`src/ssg_pkg.sv`:
```
// ----------------------------------------------------------------------------
// ssg_pkg
// Shared widths, register indexes, configuration and result types for the
// servo slew limiter with endpoint guard.
// ----------------------------------------------------------------------------
package ssg_pkg;

   localparam int ANGLE_W    = 8;
   localparam int HOLD_W     = 16;
   localparam int CSR_IDX_W  = 3;
   localparam int CSR_DATA_W = 16;
   localparam int NEAR_DEG   = 3;

   localparam logic REQ_TICK = 1'b0;
   localparam logic REQ_SET  = 1'b1;

   localparam logic STATUS_OK    = 1'b0;
   localparam logic STATUS_RANGE = 1'b1;

   typedef enum logic [CSR_IDX_W-1:0] {
      CSR_LEFT_LIMIT    = 3'd0,
      CSR_RIGHT_LIMIT   = 3'd1,
      CSR_CENTER_ANGLE  = 3'd2,
      CSR_NORMAL_STEP   = 3'd3,
      CSR_RETURN_STEP   = 3'd4,
      CSR_ENDPOINT_STEP = 3'd5,
      CSR_RELIEF_ANGLE  = 3'd6,
      CSR_HOLD_UPDATES  = 3'd7
   } csr_index_type;

   typedef struct packed {
      logic [ANGLE_W-1:0] left_limit;
      logic [ANGLE_W-1:0] right_limit;
      logic [ANGLE_W-1:0] center_angle;
      logic [ANGLE_W-1:0] normal_step;
      logic [ANGLE_W-1:0] return_step;
      logic [ANGLE_W-1:0] endpoint_step;
      logic [ANGLE_W-1:0] relief_angle;
      logic [HOLD_W-1:0]  hold_updates;
   } cfg_type;

   localparam cfg_type CFG_RESET = '{
      left_limit:    8'd45,
      right_limit:   8'd135,
      center_angle:  8'd90,
      normal_step:   8'd2,
      return_step:   8'd4,
      endpoint_step: 8'd1,
      relief_angle:  8'd5,
      hold_updates:  16'd100
   };

   // angle that target and current take at reset
   localparam logic [ANGLE_W-1:0] ANGLE_RESET = 8'd90;

   typedef struct packed {
      logic               status;
      logic               servo_write;
      logic [ANGLE_W-1:0] drive_angle;
      logic [ANGLE_W-1:0] target_now;
      logic               relief_flag;
   } rsp_type;

endpackage

```
`src/ssg_csr.sv`:
```
// ----------------------------------------------------------------------------
// ssg_csr
// Configuration register file, write only.
// ----------------------------------------------------------------------------
module ssg_csr
   import ssg_pkg::*;
(
   input  logic                  clock,
   input  logic                  reset,
   input  logic                  csr_we,
   input  logic [CSR_IDX_W-1:0]  csr_index,
   input  logic [CSR_DATA_W-1:0] csr_wdata,
   output cfg_type               cfg
);

   cfg_type cfg_ff;
   cfg_type cfg_in;

   always_comb begin
      cfg_in = cfg_ff;
      if (csr_we) begin
         case (csr_index_type'(csr_index))
            CSR_LEFT_LIMIT:    cfg_in.left_limit    = csr_wdata[ANGLE_W-1:0];
            CSR_RIGHT_LIMIT:   cfg_in.right_limit   = csr_wdata[ANGLE_W-1:0];
            CSR_CENTER_ANGLE:  cfg_in.center_angle  = csr_wdata[ANGLE_W-1:0];
            CSR_NORMAL_STEP:   cfg_in.normal_step   = csr_wdata[ANGLE_W-1:0];
            CSR_RETURN_STEP:   cfg_in.return_step   = csr_wdata[ANGLE_W-1:0];
            CSR_ENDPOINT_STEP: cfg_in.endpoint_step = csr_wdata[ANGLE_W-1:0];
            CSR_RELIEF_ANGLE:  cfg_in.relief_angle  = csr_wdata[ANGLE_W-1:0];
            CSR_HOLD_UPDATES:  cfg_in.hold_updates  = csr_wdata[HOLD_W-1:0];
            default:           cfg_in = cfg_ff;
         endcase
      end
   end

   always_ff @(posedge clock) begin
      if (reset) begin
         cfg_ff <= CFG_RESET;
      end else begin
         cfg_ff <= cfg_in;
      end
   end

   assign cfg = cfg_ff;

endmodule

```
`config.mk`:
```
export PLATFORM = sky130hd
export DESIGN_NAME = ssg_csr
export DESIGN_NICKNAME = d
export VERILOG_FILES = /design/src/ssg_pkg.sv /design/src/ssg_csr.sv
export SDC_FILE = /design/constraint.sdc
export NUM_CORES = 1
export LEC_CHECK = 0
export ABC_CLOCK_PERIOD_IN_PS = 1300
export BUFFER_PORTS_ARGS = -buffer_cell sky130_fd_sc_hd__buf_2
export CAP_MARGIN = 30
export CORE_MARGIN = 5
export CORE_UTILIZATION = 25
export DETAILED_ROUTE_END_ITERATION = 10
export HOLD_SLACK_MARGIN = 0.03
export SYNTH_ARGS = -nofsm -noshare
export SYNTH_HDL_FRONTEND = slang
export SYNTH_SLANG_ARGS = --single-unit
```
`constraint.sdc`:
```
create_clock -name clock -period 1.3 [get_ports clock]
set_input_delay 0.13 -clock clock [delete_from_list [all_inputs] [get_ports clock]]
set_output_delay 0.13 -clock clock [all_outputs]
set_load 0.02 [all_outputs]
```
# Word level (Yosys, flattened, before mapping)
# Index checks and enable logic that the tools add are counted.
# word_totals
ff_bits	72
output_inout_bits	72
# op_classes
eq_ne	7
reduce_logical	9
# ops
operator	count
2-bit AND reduction	8
3-bit equality test (second input constant)	4
3-bit by 2-bit equality test with 1-bit output (second input constant)	2
3-bit by 1-bit equality test with 1-bit output (second input constant)	1
3-bit logical NOT	1

# Logic depth before layout (Yosys ltp)
# logic_depth
ltp_word	2
mapped_depth	4

# Worst setup path before layout
# OpenSTA, ideal clock, no wires.
# synth_timing
path_type	input-to-reg
start	in csr_index[1]
end	reg cfg_ff (netlist bit cfg[66])
setup_ps	129
arrival_ps	1032
slack_ps	139
cell_stages	4
path_buffers	2
path_cell_list	buf_2 -> or4b_4 -> buf_6 -> mux2i_1
# synth_between
elab_chain_cells	2
# synth_lines
item	line	rtl
start, declared	ssg_csr.sv:11	input logic [CSR_IDX_W-1:0] csr_index,
3-bit logical NOT	ssg_csr.sv:22	case (csr_index_type'(csr_index))
2-bit AND reduction (no source line)	-	
end signal, assigned	ssg_csr.sv:40	cfg_ff <= cfg_in;
end, declared	ssg_csr.sv:16	cfg_type cfg_ff;
# Every way passes these cells.
# A chain may end at the register's enable or synchronous reset.

# Worst setup path in the final report
# layout_timing
start	reg cfg_ff (netlist bit cfg[61])
end	out cfg[61] (netlist bit)
# layout_lines
item	line	rtl
end, declared	ssg_csr.sv:13	output cfg_type cfg
# No word-level cell between the ends.

==> metrics.md <==
| Metric | Value |
|---|---|
| Die area | between 10000 and 15000 µm² |
| Layout Nets | 391 |
| Htree depth | 3 |
| Non-Filler Instances | between 500 and 600 |
| Area occupied by multi-input gates | 1360 µm² |
| Pre-CTS WS | 0.0797 ns |
| Die X-Extent | 118 µm |
| Worst stage delay on the critical path | 0.37 ns |
| Cell Area, Synth | 2900 µm² |
| Pwr per Cell Area | between 1000 and 1500 nW/µm² |
| WL final | 8.28 mm |
| Core ar. | 11400 µm² |
| Critical Path End Type | primary output |
| CP required | approximately 1.2 ns |
| FF+latch count, synth | 72 |
| Final Util | roughly a third |
| Skew final | 0 ns |
| CTS tree | done |
| Tightest Pin Transition | 0.374 ns |
| Row cnt | 39 |
| CP top delay family | flip-flops |
| PostCTS Resize Cnt | 0 |
| Fin worst setup slack | 0.279 ns |
| Critical path launch point type | flip-flop |
| Maximum vdd drop | 0.000477 V |
| Fin crit period | a little over 1 ns |
| Die height | around 120 µm |
| Avg Cell Area, Syn | 10.7 µm² |
| Setup bufs post-CTS | 0 |
| Synth warn | 0 |
| Initial antenna violation count | 0 |
| Clock latency on the worst-skew pair | 0.33 ns |
| Post-route ant nets | 0 |
| Max FFs per register | 72 |
| Share of post-route cells with drive strength above 1 | between 30% and 40% |
| # hold bufs at CTS | 0 |
| Boundary pin count | 94 |
| Drt via density | 4.32 |
| Clk buf depth | 2 |
| 1st-pass router iterations | 4 |
| WP buf/inv | 1 |
| # fillers | approximately 1.2k |
| Vias | 2227 |
| CP max-delay cell | dfxtp_1 |
| Total negative slack | 0 ns |
| Residual DRC count | 0 |
| Seq. cell area | 1440 µm² |
| Largest net degree at the start of global routing | 41 |
| Worst Hold Slack | 0.0531 ns |
| DR iter-0 viols | 90 |
| Global-route wire length before repair | around 13 mm |
| Initial Utilization | 25.4% |
| Slew Limit Fails | 0 |
| N_diodes | 0 |
| GP Congestion | 0.715 |
| Gate Count Post-Synth | approximately 270 |
| DR WL/cell | 16.0 µm |
| Clock sink count | slightly above 70 |
| P&R area growth vs syn | 35.2% |
| Vias in the first global route | 2322 |
| RSZ-0062 raised after global routing | no |
| Achievable frequency | 0.979 GHz |
| Leakage | 0.00193 µW |
| Final Hold Viols | 0 |
| Netlist cell types | 15 |
| Remaining Overflow, GRT | 0 |
| Critical Path AT | 0.89 ns |
| Period utilization | 78.5% |
| Worst Setup Path Type | reg2out |
| CP cell instances | buf_2 |
| Slew HR | 75.1% |
| Status | completed |
| Overall Global Routing Usage | 12.1% |
| Hpwl dp | 6.01 mm |
| Critical path fanouts, max | 2 |
| # Max-Cap Violations | 0 |
| Sequential fraction of the synthesis area | 49.7% |
| Hold Path Class | in2reg |
| Clk root buf | clkbuf_16 |
| Synth Net Count | 294 |
| Final setup fails | 0 |
| Reg clk slew, reported paths | ~0.06 ns |
| IO buf count | 93 |
| Inst Count DP | 501 |
| Num CTS Buffers | 9 |
## routing by layer
layer	part of all wire, %	up-vias	track usage [%]
met5	0	-	0
met4	1.5	0	4.52
met3	5.3	10	4.47
met2	45	60	18.6
met1	48	1063	15.4
li1	-	1094	-
## kinds of logic after synthesis
| family | count (synthesis) | share of synthesized area [%] |
|---|---|---|
| AND/OR/NAND/NOR | 106 | 21.6 |
| multiplexers | 72 | 24.8 |
| buffers and inverters | 22 | 3.84 |
| flip-flops | 72 | 49.7 |
## power by group
part | internal (µW) | switching [µW]
combinational | 183 | 246
clock | 1720 | 949
sequential | 2260 | 26.3
total | 4160 | 1220
## per-stage QoR
stage          instance area (µm²)  total power, µW
2_1_floorplan                 2900             2590
6_report                      3920             5380
3_3_place_gp                  3600             2760
3_5_place_dp                  3600             2770
4_1_cts                       3920             5450
5_1_grt                       3920             5590
## synth_stat cells
master,n,area [µm²]
dfxtp_1,72,1440
mux2i_1,72,721
nand2b_1,68,425
nor2_1,28,105
clkbuf_1,11,41.3
buf_2,8,40.0
nand4b_1,3,26.3
buf_6,2,22.5
nand4bb_1,2,22.5
and4_1,1,8.76
and4b_1,1,10.0
buf_4,1,7.51
nand4_1,1,6.26
nor4bb_1,1,10.0
or4b_4,1,13.8
## layout make-up
class	instances	share of cell area [%]
repair buffers	108	16.0
multi-input cells	178	34.5
clock inverters	5	2.07
clock buffers	10	6.09
well taps	143	4.56
flip-flops and latches	72	36.7
## cell usage in the layout, fill, tap and decap left out, types with 2 or more instances in the layout
cell type,n
nor2_1,28
nand2b_1,68
bufinv_16,2
dfxtp_1,72
clkbuf_16,9
buf_12,4
mux2i_1,72
nand4b_1,3
buf_2,93
nand4bb_1,2
buf_4,11
## worst paths after layout
check	depth (start not counted)	end	slack, ns	startpoint
worst max register to register	2	cfg[66]	0.67	cfg[66]
worst min register to register	2	cfg[15]	0.47	cfg[15]
worst max-delay path	1	cfg[61]	0.28	cfg[61]
worst min-delay path	3	cfg[10]	0.05	csr_wdata[10]
No activity file was read; power rests on OpenSTA's default activity.
