<file path="config.mk">
export PLATFORM = sky130hd
export DESIGN_NAME = ssg_core
export DESIGN_NICKNAME = d
export VERILOG_FILES = /design/src/ssg_pkg.sv /design/src/ssg_core.sv
export SDC_FILE = /design/constraint.sdc
export NUM_CORES = 1
export LEC_CHECK = 0
export ABC_AREA = 1
export ABC_CLOCK_PERIOD_IN_PS = 36900
export BUFFER_PORTS_ARGS = -buffer_cell sky130_fd_sc_hd__buf_4
export CAP_MARGIN = 20
export CORE_ASPECT_RATIO = 1.5
export CORE_MARGIN = 1.5
export CORE_UTILIZATION = 35
export CTS_CLUSTER_DIAMETER = 40
export DETAILED_ROUTE_END_ITERATION = 8
export GPL_ROUTABILITY_DRIVEN = 0
export SLEW_MARGIN = 20
export SYNTH_ARGS = -nofsm -noshare
export SYNTH_HDL_FRONTEND = slang
export SYNTH_SLANG_ARGS = --single-unit
</file>
<file path="constraint.sdc">
create_clock -name clock -period 36.9 [get_ports clock]
set_clock_uncertainty 0.2 [all_clocks]
set_input_delay 7.38 -clock clock [delete_from_list [all_inputs] [get_ports clock]]
set_output_delay 7.38 -clock clock [all_outputs]
set_load 0.1 [all_outputs]
</file>
<file path="src/ssg_pkg.sv">
// ----------------------------------------------------------------------------
// ssg_pkg
// Shared widths, register indexes, configuration and result types for the
// servo slew limiter with endpoint guard.
// ----------------------------------------------------------------------------
package ssg_pkg;

   localparam int ANGLE_W    = 8;
   localparam int HOLD_W     = 16;
   localparam int CSR_IDX_W  = 3;
   localparam int CSR_DATA_W = 16;
   localparam int NEAR_DEG   = 3;

   localparam logic REQ_TICK = 1'b0;
   localparam logic REQ_SET  = 1'b1;

   localparam logic STATUS_OK    = 1'b0;
   localparam logic STATUS_RANGE = 1'b1;

   typedef enum logic [CSR_IDX_W-1:0] {
      CSR_LEFT_LIMIT    = 3'd0,
      CSR_RIGHT_LIMIT   = 3'd1,
      CSR_CENTER_ANGLE  = 3'd2,
      CSR_NORMAL_STEP   = 3'd3,
      CSR_RETURN_STEP   = 3'd4,
      CSR_ENDPOINT_STEP = 3'd5,
      CSR_RELIEF_ANGLE  = 3'd6,
      CSR_HOLD_UPDATES  = 3'd7
   } csr_index_type;

   typedef struct packed {
      logic [ANGLE_W-1:0] left_limit;
      logic [ANGLE_W-1:0] right_limit;
      logic [ANGLE_W-1:0] center_angle;
      logic [ANGLE_W-1:0] normal_step;
      logic [ANGLE_W-1:0] return_step;
      logic [ANGLE_W-1:0] endpoint_step;
      logic [ANGLE_W-1:0] relief_angle;
      logic [HOLD_W-1:0]  hold_updates;
   } cfg_type;

   localparam cfg_type CFG_RESET = '{
      left_limit:    8'd45,
      right_limit:   8'd135,
      center_angle:  8'd90,
      normal_step:   8'd2,
      return_step:   8'd4,
      endpoint_step: 8'd1,
      relief_angle:  8'd5,
      hold_updates:  16'd100
   };

   // angle that target and current take at reset
   localparam logic [ANGLE_W-1:0] ANGLE_RESET = 8'd90;

   typedef struct packed {
      logic               status;
      logic               servo_write;
      logic [ANGLE_W-1:0] drive_angle;
      logic [ANGLE_W-1:0] target_now;
      logic               relief_flag;
   } rsp_type;

endpackage

</file>
<file path="src/ssg_core.sv">
// ----------------------------------------------------------------------------
// ssg_core
// Servo state (target, current, hold timer, flags) and the single-pass
// next-state logic for one set-target or update-tick word.
// ----------------------------------------------------------------------------
module ssg_core
   import ssg_pkg::*;
(
   input  logic               clock,
   input  logic               reset,
   input  cfg_type            cfg,
   input  logic               fire,
   input  logic               req_type,
   input  logic [ANGLE_W-1:0] new_target,
   output rsp_type            result
);

   localparam logic [ANGLE_W+1:0] NEAR_EXT = (ANGLE_W+2)'(NEAR_DEG);

   logic [ANGLE_W-1:0] target_ff, target_in;
   logic [ANGLE_W-1:0] current_ff, current_in;
   logic               returning_ff, returning_in;
   logic               armed_ff, armed_in;
   logic [HOLD_W-1:0]  elapsed_ff, elapsed_in;
   logic               relief_ff, relief_in;

   function automatic logic near_left(input logic [ANGLE_W-1:0] a,
                                      input logic [ANGLE_W-1:0] lim);
      return {2'b00, a} <= ({2'b00, lim} + NEAR_EXT);
   endfunction

   // a >= lim - 3 written without going negative
   function automatic logic near_right(input logic [ANGLE_W-1:0] a,
                                       input logic [ANGLE_W-1:0] lim);
      return ({2'b00, a} + NEAR_EXT) >= {2'b00, lim};
   endfunction

   // endpoint protection on the current target
   logic               pt_near_l, pt_near_r;
   logic [HOLD_W-1:0]  elapsed_inc;
   logic [ANGLE_W:0]   relief_sum;
   logic [ANGLE_W-1:0] relief_l, relief_r;
   logic [ANGLE_W-1:0] t_target;
   logic               t_armed, t_relief;
   logic [HOLD_W-1:0]  t_elapsed;

   assign pt_near_l   = near_left(target_ff, cfg.left_limit);
   assign pt_near_r   = near_right(target_ff, cfg.right_limit);
   assign elapsed_inc = (elapsed_ff != '1) ? elapsed_ff + 1'b1 : elapsed_ff;
   assign relief_sum  = {1'b0, cfg.left_limit} + {1'b0, cfg.relief_angle};
   assign relief_l    = relief_sum[ANGLE_W] ? '1 : relief_sum[ANGLE_W-1:0];
   assign relief_r    = (cfg.right_limit >= cfg.relief_angle) ?
                        cfg.right_limit - cfg.relief_angle : '0;

   always_comb begin
      t_target  = target_ff;
      t_armed   = armed_ff;
      t_elapsed = elapsed_ff;
      t_relief  = relief_ff;
      if (!(pt_near_l || pt_near_r)) begin
         t_armed = 1'b0;
      end else if (!armed_ff) begin
         t_armed   = 1'b1;
         t_elapsed = '0;
      end else begin
         t_elapsed = elapsed_inc;
         if (elapsed_inc >= cfg.hold_updates) begin
            t_target = pt_near_l ? relief_l : relief_r;
            t_armed  = 1'b0;
            t_relief = 1'b1;
         end
      end
   end

   // slew toward the protected target
   logic [ANGLE_W-1:0] step;
   logic [ANGLE_W:0]   cur_up;
   logic [ANGLE_W:0]   floor_sum;
   logic [ANGLE_W-1:0] t_current;

   always_comb begin
      if (returning_ff) begin
         step = cfg.return_step;
      end else if (near_left(t_target, cfg.left_limit) ||
                   near_right(t_target, cfg.right_limit)) begin
         step = cfg.endpoint_step;
      end else begin
         step = cfg.normal_step;
      end
   end

   assign cur_up    = {1'b0, current_ff} + {1'b0, step};
   assign floor_sum = {1'b0, t_target} + {1'b0, step};

   always_comb begin
      if (current_ff < t_target) begin
         t_current = (cur_up > {1'b0, t_target}) ? t_target : cur_up[ANGLE_W-1:0];
      end else if (current_ff > t_target) begin
         // current - step below target clamps at target
         t_current = ({1'b0, current_ff} < floor_sum) ? t_target : current_ff - step;
      end else begin
         t_current = current_ff;
      end
   end

   // set-target checks
   logic in_range;
   logic set_near;

   assign in_range = (new_target >= cfg.left_limit) && (new_target <= cfg.right_limit);
   assign set_near = near_left(new_target, cfg.left_limit) ||
                     near_right(new_target, cfg.right_limit);

   always_comb begin
      target_in    = target_ff;
      current_in   = current_ff;
      returning_in = returning_ff;
      armed_in     = armed_ff;
      elapsed_in   = elapsed_ff;
      relief_in    = relief_ff;
      if (req_type == REQ_SET) begin
         if (in_range) begin
            target_in    = new_target;
            returning_in = (new_target == cfg.center_angle);
            relief_in    = 1'b0;
            if (!set_near) begin
               armed_in = 1'b0;
            end
         end
      end else begin
         target_in    = t_target;
         current_in   = t_current;
         armed_in     = t_armed;
         elapsed_in   = t_elapsed;
         relief_in    = t_relief;
         returning_in = returning_ff && (t_current != t_target);
      end
   end

   always_ff @(posedge clock) begin
      if (reset) begin
         target_ff    <= ANGLE_RESET;
         current_ff   <= ANGLE_RESET;
         returning_ff <= 1'b0;
         armed_ff     <= 1'b0;
         elapsed_ff   <= '0;
         relief_ff    <= 1'b0;
      end else if (fire) begin
         target_ff    <= target_in;
         current_ff   <= current_in;
         returning_ff <= returning_in;
         armed_ff     <= armed_in;
         elapsed_ff   <= elapsed_in;
         relief_ff    <= relief_in;
      end
   end

   always_comb begin
      result.status      = (req_type == REQ_SET && !in_range) ? STATUS_RANGE : STATUS_OK;
      result.servo_write = (req_type == REQ_TICK);
      result.drive_angle = current_in;
      result.target_now  = target_in;
      result.relief_flag = relief_in;
   end

endmodule

</file>
=== Word level (Yosys, flattened, before mapping) ===
Cells that the tools add are included.

* Register bits after elaboration: 35
* Bits of input ports: 84
* Output and inout port bits: 19

* Add/subtract/negate cells: 10
* Bitwise operators: 1
* Multiplexer cells: 31
* Magnitude comparators: 14
* Reductions and logical operators: 10
* Equal/unequal tests: 5

{| class="wikitable"
|+ Operator list
! kind !! number
|-
| $mux 8 || 15
|-
| $add 8x2->9 const B || 4
|-
| $mux 16 || 2
|-
| $add 8x8->9 || 3
|-
| $ge 9x8->1 || 3
|-
| $le 8x10->1 || 2
|-
| $add 16x1->16 const B || 1
|-
| $ge 16x16->1 || 1
|-
| $ge 8x8->1 || 2
|-
| $ne 16x16->1 const B || 1
|-
| $sub 8x8->8 || 2
|-
| $mux 1 || 14
|-
| $gt 9x8->1 || 1
|-
| $le 8x9->1 || 1
|-
| $lt 8x9->1 || 1
|-
| $eq 8x8->1 || 1
|-
| $gt 8x8->1 || 1
|-
| $le 8x8->1 || 1
|-
| $lt 8x8->1 || 1
|-
| $ne 8x8->1 || 1
|-
| $reduce_and 3->1 || 2
|-
| $logic_and 1x1->1 || 3
|-
| $logic_or 1x1->1 || 3
|-
| $ne 2x1->1 const B || 1
|-
| other kinds (4) || 4
|}

=== Logic depth before layout (Yosys ltp) ===
* Depth in word-level cells: 19
* Mapped depth: 71
* Mapped depth without buffers: 71

=== Least setup slack after synthesis ===
Ideal clock, no wire load.

* Kind: input port to output port
* Start: in cfg[64] (netlist bit)
* End: out result[12] (netlist bit)
* Path buffers: 0
* Arrival: 16395 ps
* Cell stages on the path: 57
* Slack: 12925 ps
* Path through: inv_1 -> ha_1 -> inv_1 -> nand3_2 -> nor2_2 -> inv_1 -> o21ai_0 -> ha_1 -> nand2_1 -> inv_1 -> nand4_1 -> nand2_2 -> inv_2 -> nand2_4 -> nor2_4 -> nand2_8 -> nand3_1 -> nand2_1 -> [... 21 more ...] -> nor2_1 -> nor2_1 -> xor2_1 -> inv_1 -> ha_1 -> nand2_1 -> inv_1 -> nand2_1 -> nand2_1 -> nand2_1 -> nand2_1 -> nand2_1 -> nand2_1 -> inv_1 -> nand2_1 -> nand3_1 -> nand2_1 -> o21ai_0

{| class="wikitable"
|+ RTL lines
! element !! line !! text
|-
| start: declaration || ssg_core.sv:11 || <nowiki>input cfg_type cfg,</nowiki>
|-
| end: declaration || ssg_core.sv:15 || <nowiki>output rsp_type result</nowiki>
|}

==> results.json <==
{
  "status": "completed",
  "ys_warn_count": 0,
  "grt_pass1_vias": 7889,
  "worst-slew-pin-transition_ps": 883.0,
  "clock_latency_ps": 280,
  "grt-ovfl-total": 0,
  "placed_cells": 1589,
  "endpoint_kind": "output port",
  "crit_type": "primary input to output port",
  "worst_ep_arrival_time_ps": 16320,
  "first_pass_iters": 5,
  "vias_per_cell": 5.166,
  "mostFrequentLayoutCells": "nand2_1 (314), inv_1 (192), ha_1 (148)",
  "fin_area_um2": 8895,
  "io_pins": 103,
  "critPathSlowestCell": "a211oi_1",
  "syn_area_per_cell_um2": 6.221,
  "cp_num_cells": 57,
  "min_period_ps": 23900,
  "switchingPower_mw": 0.2040,
  "numCtsBuffers": 5,
  "fp.dieW_um": 124.0,
  "syn_nets": 1472,
  "drv_slew": 0,
  "syn-cell-area_um2": 7682,
  "dieArea_um2": 22870,
  "final_common_cell": "nand2_1",
  "power_mw": 0.3693,
  "setup_viol": 0,
  "core-area_um2": 21640,
  "cts.htree.levels": 2,
  "path_buf_inv": 12,
  "period_share": 0.6478,
  "final_core_util": 0.4111,
  "switching_share": 0.5525,
  "finalNetCount": 1561,
  "hold_depth": 2,
  "path_clk_slew_ps": 60,
  "dp_slack_ps": 13100,
  "port_buffers": 102,
  "antenna_found_initial": 0,
  "dr_total_vias": 8250,
  "final.setup.tns_ps": 0,
  "power_density_nw_per_um2": 41.52,
  "p_leak_nw": 4.842,
  "grt_pass1_wl_mm": 39.19,
  "vdd_ir_drop_max_uv": 28.63,
  "p_clk_frac": 0.151,
  "r2r_cells": 62,
  "maxCapViolations": 0,
  "ant_nets": 0,
  "diodes": 0,
  "synthCells": 1235,
  "combPwrFrac": 0.722,
  "cts_setup_buffers": 0,
  "cts_root_buf": "clkbuf_16",
  "ys_types": 47,
  "postCtsHoldBufs": 0,
  "ys_seq_area_frac": 0.09121,
  "critical-path-top-delay-family": "simple AND/OR/NAND/NOR gates",
  "routed_wl_mm": 24.67,
  "drt_iter0_markers": 568,
  "drc": 0,
  "area_delta_synth_final_pct": 15.78,
  "grt_max_degree": 33,
  "drive_gt1_frac": 0.1245,
  "rows": 66,
  "holdWs_ps": 296.4,
  "timing.critical_path.fanout_max": 10,
  "p_int_mw": 0.1653,
  "crit_required_ps": 29320,
  "clk_path_buf_depth": 2,
  "fmax_ghz": 0.04184,
  "start_util": 0.3551,
  "setup_ws_ps": 13000,
  "fillers": 2356,
  "cts_tree": "done",
  "max_slew_margin": 0.4099,
  "die_h_um": 184.5,
  "hold_class": "register to register",
  "rsz0062_at_grt": "no",
  "slowest_delay_ps": 390,
  "start_kind": "primary input",
  "stdcell_count": 1597,
  "routedWlPerCell_um": 15.45,
  "post_cts_resized": 0,
  "clock_sinks": 35,
  "postPlaceCellArea_um2": 8706,
  "track_usage": 0.2189,
  "path_common_cell": "nand2_1",
  "sequentialPowerShare": 0.127,
  "hold_viol_final": 0,
  "ys_ff_latch": 35,
  "dp_hpwl_mm": 20.84
}
==> power groups by stage <==
stage,clock network [mW],registers [mW],logic [mW]
finish,0.0559,0.0467,0.267
floorplan,0,0.0447,0.199
global route,0.0580,0.0471,0.299
global placement,0,0.0474,0.263
CTS,0.0567,0.0467,0.266
detailed placement,0,0.0475,0.265
==> routing by layer <==
layer | GRT usage | routed length, um | vias up | share of wire
met3 | 0.01856 | 997 | 75 | 0.040
met1 | 0.2424 | 9868 | 3693 | 0.40
met4 | 0.1268 | 1578 | 0 | 0.064
met2 | 0.4000 | 12220 | 237 | 0.50
li1 | - | - | 4245 | -
met5 | 0 | 0 | - | 0
==> worst paths after layout <==
| path | from | endpoint | slack, ps |
|---|---|---|---|
| setup reg to reg | elapsed_ff[0]$_SDFFE_PP0P_ | returning_ff$_SDFFE_PP0P_ | 26570 |
| hold / removal | returning_ff$_SDFFE_PP0P_ | returning_ff$_SDFFE_PP0P_ | 300 |
| hold reg to reg | returning_ff$_SDFFE_PP0P_ | returning_ff$_SDFFE_PP0P_ | 300 |
| setup / recovery | cfg[64] | result[9] | 13000 |
==> Yosys cell counts, drive strengths merged <==
library cell  number  share of area
nand2            328           0.17
inv              206           0.10
ha               148           0.24
a21oi            110          0.072
nand3             84          0.059
nor2              77          0.041
o21ai             62          0.040
xor2              43          0.049
dfxtp             35          0.091
nand4             20          0.016
a211oi            17          0.017
nor3              17          0.013
clkbuf            16         0.0078
a31oi             11          0.014
xnor2              9          0.010
or2                7         0.0060
o211ai             6         0.0059
fa                 5          0.013
nand3b             5         0.0049
o22ai              5         0.0041
buf                4         0.0034
o21a               4         0.0039
nor4               3         0.0024
a21o               2         0.0020
a221oi             2         0.0023
clkinv             2        0.00098
o21bai             2         0.0020
and2               1        0.00081
o2111ai            1         0.0020
o221a              1         0.0015
o221ai             1         0.0011
o32a               1         0.0013
==> registers in the layout (all words and copies together) (netlist names) <==
register and count:
armed_ff 1, relief_ff 1, current_ff 8, target_ff 8, elapsed_ff 16, returning_ff 1
==> worst min-delay path, delay by kind of cell (launching register included) <==
kind            cells  cell delay, ps
compound gates      1              50
flops               1             330
simple gates        1              70
==> layout make-up <==
class / instances / area (um2) / area share
clock buffer: 6 / 128.9 / 0.01449
clock inverter: 2 / 60.06 / 0.006752
inverter: 208 / 783.3 / 0.08806
multi-input combinational: 972 / 6116 / 0.6876
sequential: 35 / 700.7 / 0.07877
tap: 272 / 340.3 / 0.03826
timing repair buffer: 102 / 765.7 / 0.08609
==> cell families after synthesis <==
family,synth area share
AOI/OAI and AO/OA,0.1684
buffers and inverters,0.1132
DFF,0.09120
and+or+nand+nor,0.3138
adders and majority gates,0.2541
xor gates and xnor gates,0.05928
Note: power is estimated with default switching activity, not from simulation.
